==> config.mk <==
export PLATFORM = sky130hd
export DESIGN_NAME = dlte_cell
export DESIGN_NICKNAME = d
export VERILOG_FILES = /design/src/rtl/dlte_pkg.sv /design/src/rtl/dlte_cell.sv
export SDC_FILE = /design/constraint.sdc
export NUM_CORES = 2
export LEC_CHECK = 0
export CORE_AREA = 2 2 444 446
export CTS_CLUSTER_DIAMETER = 120
export DETAILED_ROUTE_END_ITERATION = 10
export DIE_AREA = 0 0 446 448
export DONT_BUFFER_PORTS = 1
export PLACE_DENSITY = 0.51
export SYNTH_ARGS = -nofsm -noshare
export SYNTH_HDL_FRONTEND = slang
export SYNTH_SLANG_ARGS = --single-unit
export TNS_END_PERCENT = 20
==> constraint.sdc <==
create_clock -name clk -period 13.33 [get_ports clk]
set_input_delay 0.6665 -clock clk [delete_from_list [all_inputs] [get_ports clk]]
set_output_delay 0.6665 -clock clk [all_outputs]
set_load 0.02 [all_outputs]
==> src/rtl/dlte_pkg.sv <==
// Shared types, command codes and fixed-point helpers of the dense layer training engine.
// Used by dlte_cell and the top level; depends on nothing else.
package dlte_pkg;

	localparam int IN_MAX    = 16;
	localparam int OUT_MAX   = 16;
	localparam int BATCH_MAX = 4;
	localparam int DATA_BITS = 16;
	localparam int FRAC      = 12;
	localparam int ACC_BITS  = 40;
	localparam int IDX_W     = 4;
	localparam int SMP_W     = 2;
	localparam int SIZE_W    = 5;
	localparam int BSZ_W     = 3;
	localparam int LR_W      = 16;
	localparam int GADDR_W   = IDX_W + SMP_W;

	typedef logic signed [DATA_BITS-1:0] data_t;
	typedef logic signed [ACC_BITS-1:0]  acc_t;
	typedef logic signed [ACC_BITS:0]    wide_t;
	typedef logic [IDX_W-1:0]            idx_t;
	typedef logic [SMP_W-1:0]            smp_t;

	localparam logic [2:0] CMD_LOAD_W = 3'd0;
	localparam logic [2:0] CMD_LOAD_B = 3'd1;
	localparam logic [2:0] CMD_FWD    = 3'd2;
	localparam logic [2:0] CMD_GRAD   = 3'd3;
	localparam logic [2:0] CMD_UPDATE = 3'd4;

	localparam logic [1:0] REG_IN_SIZE    = 2'd0;
	localparam logic [1:0] REG_OUT_SIZE   = 2'd1;
	localparam logic [1:0] REG_BATCH_SIZE = 2'd2;
	localparam logic [1:0] REG_LEARN_RATE = 2'd3;

	localparam logic KIND_Y  = 1'b0;
	localparam logic KIND_DX = 1'b1;

	typedef struct packed {
		logic [2:0] cmd;
		idx_t       row;
		idx_t       col;
		smp_t       sample;
		data_t      value;
		logic       final_req;
	} in_item_t;

	typedef struct packed {
		logic  kind;
		idx_t  index;
		smp_t  column;
		data_t result;
		logic  last;
	} out_item_t;

	// Store writes from an accepted item, seen by every cell.
	typedef struct packed {
		logic  wr_w;
		logic  wr_x;
		idx_t  row;
		idx_t  col;
		smp_t  smp;
		data_t val;
	} cell_wr_t;

	// One gradient element broadcast to all cells during the backward pass.
	typedef struct packed {
		logic  mac;
		logic  first_o;
		logic  first_s;
		logic  last_s;
		idx_t  o;
		smp_t  s;
		data_t g;
	} bwd_t;

	typedef struct packed {
		logic            en;
		idx_t            o;
		logic [LR_W-1:0] lr;
	} upd_t;

	typedef struct packed {
		logic shift;
		smp_t s;
	} drain_t;

	// Tag that travels down the chain next to a forward partial sum.
	typedef struct packed {
		logic valid;
		logic last;
		idx_t o;
		smp_t s;
	} fwd_tag_t;

	function automatic data_t sat_wide(input wide_t v);
		logic [ACC_BITS-DATA_BITS+1:0] hi;
		hi = v[ACC_BITS:DATA_BITS-1];
		if (hi == '0 || hi == '1) begin
			return v[DATA_BITS-1:0];
		end else if (v[ACC_BITS]) begin
			return {1'b1, {(DATA_BITS-1){1'b0}}};
		end else begin
			return {1'b0, {(DATA_BITS-1){1'b1}}};
		end
	endfunction

	// Round half up at the binary point of Q16.24 sums to Q4.12, then saturate.
	function automatic data_t round_acc(input acc_t a);
		wide_t t;
		wide_t sh;
		t  = wide_t'(a) + wide_t'(1 << (FRAC-1));
		sh = t >>> FRAC;
		return sat_wide(sh);
	endfunction

	// One descent step: w - round(lr * g / 2^16), saturated.
	function automatic data_t upd_value(input data_t w, input data_t g,
			input logic [LR_W-1:0] lr);
		logic signed [LR_W+DATA_BITS:0]   p;
		logic signed [LR_W+DATA_BITS+1:0] t;
		logic signed [DATA_BITS+1:0]      d;
		wide_t                            diff;
		p    = $signed({1'b0, lr}) * g;
		t    = (LR_W+DATA_BITS+2)'(p) + (LR_W+DATA_BITS+2)'(1 << (LR_W-1));
		d    = t[LR_W+DATA_BITS+1:LR_W];
		diff = wide_t'(w) - wide_t'(d);
		return sat_wide(diff);
	endfunction

endpackage

==> src/rtl/dlte_cell.sv <==
// One chain cell: holds one weight column, its input elements, its weight gradients
// and its input-gradient sums. Depends on dlte_pkg.
module dlte_cell import dlte_pkg::*; (
	input  logic     clk,
	input  logic     arst_n,
	input  idx_t     cell_idx,
	input  logic     active,
	input  cell_wr_t wr,
	input  bwd_t     bwd,
	input  upd_t     upd,
	input  drain_t   drain,
	input  fwd_tag_t tag_in,
	input  acc_t     psum_in,
	output fwd_tag_t tag_out,
	output acc_t     psum_out,
	input  acc_t     dx_in,
	output acc_t     dx_out
);

	data_t    w_q  [OUT_MAX];
	data_t    dw_q [OUT_MAX];
	data_t    x_q  [BATCH_MAX];
	acc_t     dx_q [BATCH_MAX];
	acc_t     dwacc_q;
	fwd_tag_t tag_s1;
	acc_t     psum_s1;

	idx_t  w_addr;
	smp_t  x_addr;
	smp_t  dx_addr;
	data_t w_rd;
	data_t x_rd;
	acc_t  dx_rd;
	logic signed [2*DATA_BITS-1:0] wx_prod;
	logic signed [2*DATA_BITS-1:0] dx_prod;
	logic signed [2*DATA_BITS-1:0] dw_prod;
	acc_t  dw_sum;
	acc_t  fwd_add;

	always_comb begin
		if (upd.en) begin
			w_addr = upd.o;
		end else if (bwd.mac) begin
			w_addr = bwd.o;
		end else begin
			w_addr = tag_in.o;
		end
	end

	assign x_addr  = bwd.mac ? bwd.s : tag_in.s;
	assign dx_addr = drain.shift ? drain.s : bwd.s;
	assign w_rd    = w_q[w_addr];
	assign x_rd    = x_q[x_addr];
	assign dx_rd   = dx_q[dx_addr];

	assign wx_prod = w_rd * x_rd;
	assign dx_prod = w_rd * bwd.g;
	assign dw_prod = bwd.g * x_rd;
	assign dw_sum  = (bwd.first_s ? acc_t'(0) : dwacc_q) + acc_t'(dw_prod);
	assign fwd_add = (active && tag_in.valid) ? acc_t'(wx_prod) : acc_t'(0);

	always_ff @(posedge clk or negedge arst_n) begin
		if (!arst_n) begin
			tag_s1 <= '0;
		end else begin
			tag_s1 <= tag_in;
		end
	end

	always_ff @(posedge clk) begin
		psum_s1 <= psum_in + fwd_add;
		if (wr.wr_w && wr.col == cell_idx) begin
			w_q[wr.row] <= wr.val;
		end else if (upd.en && active) begin
			w_q[upd.o] <= upd_value(w_rd, dw_q[upd.o], upd.lr);
		end
		if (wr.wr_x && wr.col == cell_idx) begin
			x_q[wr.smp] <= wr.val;
		end
		if (bwd.mac) begin
			dx_q[bwd.s] <= (bwd.first_o ? acc_t'(0) : dx_rd) + acc_t'(dx_prod);
			dwacc_q     <= dw_sum;
			if (bwd.last_s && active) begin
				dw_q[bwd.o] <= round_acc(dw_sum);
			end
		end else if (drain.shift) begin
			// Sums move one cell toward the head of the chain (cell 0).
			dx_q[drain.s] <= dx_in;
		end
	end

	assign tag_out  = tag_s1;
	assign psum_out = psum_s1;
	assign dx_out   = dx_rd;

endmodule

# After elaboration in Yosys (flattened, before gate mapping)
# Memory sizes are Yosys's and may differ from the RTL's.
# Index checks and enable logic that the tools add are counted.
# word_totals
output_inout_bits	88
input_bits	173
word_cells	70
reg_bits	88
ram_bits	736
n_memories	4
# mem_list
memory	depth	word_bits	read_ports	rd_clocked_by_memory_dff	wr	line	text
dw_q	16	16	1	0	1	dlte_cell.sv:21	data_t dw_q [OUT_MAX];
w_q	16	16	1	0	1	dlte_cell.sv:20	data_t w_q [OUT_MAX];
dx_q	4	40	1	0	1	dlte_cell.sv:23	acc_t dx_q [BATCH_MAX];
x_q	4	16	1	0	1	dlte_cell.sv:22	data_t x_q [BATCH_MAX];
# op_classes
n_eq_ne	3
n_reduce_logical	11
add_sub_neg	6
n_mul	4
n_mux	36
# op_table
op	count
two-way mux 40 bit	4
two-way mux 16 bit	9
multiplier 16 x 16 -> 32 bit	3
adder 40 x 32 -> 40 bit	2
equality test 26 bit (second input constant)	2
logical NOT 26 bit	2
adder 40 x 13 -> 41 bit (second input constant)	1
adder 40 bit	1
OR reduction 40 bit	1
adder 33 x 17 -> 34 bit (second input constant)	1
multiplier 17 x 16 -> 33 bit	1
subtractor 16 x 18 -> 19 bit	1
two-way mux 1 bit	17
OR reduction 16 bit	1
two-way mux 4 bit	3
two-way mux 2 bit	3
logical AND 1 bit	5
equality test 4 bit	1
logical OR 1 bit	2

# Logic depth before layout (Yosys ltp)
# An unclocked memory read counts as a cell.
# logic_depth
ltp_word	10
depth_mapped	47

# Worst setup path before layout
# OpenSTA, ideal clock, no wires.
# synth_path
path_kind	input -> register
startpoint	input port upd[16] (netlist bit)
endpoint	memory w_q[0][10] (netlist bit) (data pin)
setup_ns	0.291
t_arrival_ns	10.986
required_ns	13.039
path_slack_ns	2.053
path_stages	38
cell_sequence	buf_2 buf_2 buf_1 mux4_2 mux4_2 clkbuf_1 and2_1 fa_1 inv_1 fa_1 fa_1 inv_1 fa_1 fa_1 inv_1 fa_1 inv_1 ha_1 [... 2 more ...] and3_1 a21oi_1 a221oi_1 a311o_1 and3_1 a31oi_1 xor2_1 ha_1 a21oi_1 nor3b_1 o211ai_1 a31o_2 a21o_1 xnor2_1 o31ai_1 clkbuf_1 nand2_1 a21oi_1
# synth_via
elab_chain_len	10
elab_cells_between_ends	14
cone_classes	add/sub (2); mul (1); eq/ne (1); mux (6); reduce/logical (2); memory (2)
# synth_rtl
item	line	text
from (decl)	dlte_cell.sv:10	input upd_t upd,
memory (16 x 16 bit)	--	
multiplier 17 x 16 -> 33 bit	dlte_pkg.sv:123	p = $signed({1'b0, lr}) * g;
adder 33 x 17 -> 34 bit	dlte_pkg.sv:124	t = (LR_W+DATA_BITS+2)'(p) + (LR_W+DATA_BITS+2)'(1 << (LR_W-1));
subtractor 16 x 18 -> 19 bit (*)	dlte_pkg.sv:126	diff = wide_t'(w) - wide_t'(d);
equality test 26 bit or logical NOT 26 bit (tied branches)	dlte_pkg.sv:98	if (hi == '0 || hi == '1) begin
logical OR 1 bit	dlte_pkg.sv:98	
two-way mux 16 bit (*)	dlte_pkg.sv:98	
two-way mux 16 bit (*)	dlte_cell.sv:74	end else if (upd.en && active) begin
two-way mux 16 bit (*)	dlte_cell.sv:72	if (wr.wr_w && wr.col == cell_idx) begin
two-way mux 16 bit (no line) (*)	--	
to (decl)	dlte_cell.sv:20	
# Mark *: on every way between the ends. The rest lies on a longest branch, timed or not. The select of a mux whose other input is x is not followed.

# Worst setup path in the final report
# layout_path
startpoint	memory dw_q[14][1] (netlist bit)
endpoint	memory w_q[0][1] (netlist bit) (data pin)
# layout_via
elab_chain_len	10
elab_cells_between_ends	12
cone_classes	add/sub (2); mul (1); eq/ne (1); mux (5); reduce/logical (2); memory (1)
# layout_rtl
item	line
from (decl)	dlte_cell.sv:21
memory (16 x 16 bit) (*)	--
multiplier 17 x 16 -> 33 bit (*)	dlte_pkg.sv:123
adder 33 x 17 -> 34 bit (*)	dlte_pkg.sv:124
subtractor 16 x 18 -> 19 bit (*)	dlte_pkg.sv:126
equality test 26 bit or logical NOT 26 bit (tied branches)	dlte_pkg.sv:98
logical OR 1 bit	dlte_pkg.sv:98
two-way mux 16 bit (*)	dlte_pkg.sv:98
two-way mux 16 bit (*)	dlte_cell.sv:74
two-way mux 16 bit (*)	dlte_cell.sv:72
two-way mux 16 bit (no line) (*)	--
# Marked as above.

==> reports/qor.csv <==
metric,value,unit
status,finished clean,
rsz0062_at_grt,no,
drv_cap,0,
report.final.slew_viol_count,0,
r2r_slack,1.97,ns
nFillCells,18272,
whs_endpoint,psum_out[0],
period_needed,11.36,ns
synth_warnings,0,
die_w,446,um
overflow,0,
cp.arrival,11.72,ns
synth_top_area_frac,0.2996,
synthArstFlopShare,0.009709,
vias_per_cell,5.174,
met3_usage,0.03062,
skew,0.03984,ns
dieArea,0.1998,sq mm
insertion_delay,0.73,ns
cpLargestDelayFamily,compound AO/OA/AOI/OAI gates,
antenna_found_initial,7,
synth_area,0.07779,sq mm
place_hpwl,160.5,mm
io_buffers,0,
num_vias,48268,
row_count,162,
ys_ff_latch,824,
postSynthCellCount,6756,
synth_edf_count,776,
r2r-end,w_q[0][1],
rr_startpoint,dw_q[14][1],
ys.flop_type,edfxtp_1,
criticalPathCategory,reg2reg,
synth_nets,8541,
ioPinCount,261,
slowest_stage,a21oi_1,
grt_start_max_net_pins,70,
drt_wl_total,209.4,mm
whs_path_depth,1,
grt_util_met1,0.2956,
worstPathMaxFanout,16,
cp_num_buf_inv,5,
routabilityCongestion,0.8708,
grt_usage,0.2145,
hp-start,psum_in[0],
max_stage_delay,0.86,ns
path_common_cell,fa_1,
finalSetupViolCount,0,
worst_r2r_path_depth,35,
grt_pass1_wl,324.2,mm
drc,0,
cp-start-kind,flop,
synth_top_area_cell,edfxtp_1,
wire_per_inst,22.45,um
htree_levels,3,
drt-initial-drc-count,2991,
final_nets,8496,
relSlewSlack,0.1537,
grt.busiest_layer,met2,
required,13.69,ns
period_share,0.8523,
hold_viol_final,0,
core_area,0.1946,sq mm
holdCritPathClass,in2reg,
drive_gt1_frac,0.08149,
post_cts_buffers,0,
tns,0,ns
area_delta_synth_final,8.370,%
cts_buffers,91,
yosysUniqueCellTypes,91,
ant_nets,0,
grt_pass1_vias,52173,
endpoint_kind,flop,
firstDrtPassIters,5,
cts_resized,0,
start_util,0.3998,
clk_pin_slew_worst_paths,0.06,ns
cts_sinks,824,
avgSynthCellArea,11.51,sq um
clockBufferDepth,3,
cts_hold_buffers,25,
gr-usage-met2,0.3601,
cts_tree,done,
synthTopCellsByArea,"edfxtp_1, fa_1, ha_1",
clock-root-buffer,clkbuf_16,
die_y,448,um
yosysSeqAreaShare,0.3124,
fmax,0.08802,GHz
worstMarginPinSlew,1.254,ns
==> cells in the mapped netlist, drive strengths merged (65+ instances only) <==
cell       n
xnor2    118
ha       494
nor3      65
a21oi    200
inv     1268
nor2b    127
mux4     197
fa      1118
nor2     237
o21ai    104
edfxtp   776
clkbuf   238
nand2    664
and2     467
==> through the flow <==
stage	hold WS, ns	utilization	std cells	worst slack [ns]	instance area, sq um
after detailed placement	0.3711	0.4170	9135	1.368	81130
after global placement	0.3710	0.4170	9135	1.547	81130
after floorplan	0.3709	-	6756	2.053	77790
after global routing	0.04383	0.4332	9328	1.120	84300
after CTS	0.02090	0.4332	9328	1.902	84300
final	0.08790	0.4332	9329	1.969	84300
==> cells by family (layout without fill, tap and decap cells) <==
family	count (synthesis)	count (layout)	synth area share
flip-flops	824	824	0.3124
other	0	1	0
XOR/XNOR	180	180	0.02036
multiplexers	235	235	0.06218
AO/OA/AOI/OAI	588	588	0.04906
AND/OR/NAND/NOR	1772	1772	0.1136
adder cells (fa/ha/maj)	1612	1612	0.3672
buffers and inverters	1545	1575	0.07524
==> cell type report <==
cell class | instances | area, sq um | share of cell area
clock inverters | 59 | 570.5 | 0.006768
diodes | 1 | 2.502 | 0.00002968
multi-input cells | 4387 | 48020 | 0.5696
clock buffers | 109 | 2345 | 0.02781
inverters | 1268 | 4760 | 0.05646
flip-flops and latches | 824 | 24300 | 0.2883
well taps | 2542 | 3181 | 0.03773
repair buffers | 139 | 1119 | 0.01327
==> registers in the layout (all words and copies together), names as in the netlist <==
| name | flops |
|---|---|
| dw_q | 256 |
| dwacc_q | 40 |
| dx_q | 160 |
| psum_out | 40 |
| tag_out | 8 |
| w_q | 256 |
| x_q | 64 |
==> metal layers <==
metal | vias to the layer above | wire [um]
li1 | 21816 | -
met1 | 25183 | 94410
met2 | 1066 | 100500
met3 | 203 | 9798
met4 | 0 | 4690
met5 | - | 0
==> how the worst max path moves through the flow <==
stage / start / end / slack [ns] / cells past startpoint
floorplan: upd[16] / w_q[0][10] / 2.05 / 38
global placement: upd[18] / w_q[4][1] / 1.55 / 36
detailed placement: bwd[25] / psum_out[39] / 1.37 / 40
CTS: dw_q[14][1] / w_q[0][3] / 1.90 / 36
global route: dw_q[15][1] / w_q[3][3] / 1.12 / 35
finish: dw_q[14][1] / w_q[0][1] / 1.97 / 35
==> layout by cell type, fill, tap and decap left out, types with 95 or more instances in the layout <==
cell	synthesis	final
ha_1	494	494
o21ai_0	97	95
mux4_2	197	197
nor2_1	237	233
nor2b_1	127	125
and2_1	467	467
inv_1	1267	1267
xnor2_1	117	117
buf_4	4	113
fa_1	1118	1118
nand2_1	663	663
edfxtp_1	776	776
a21oi_1	192	171
Power is not shown: default switching activity piles up to over one toggle a cycle in this logic, so the estimate is an artifact.
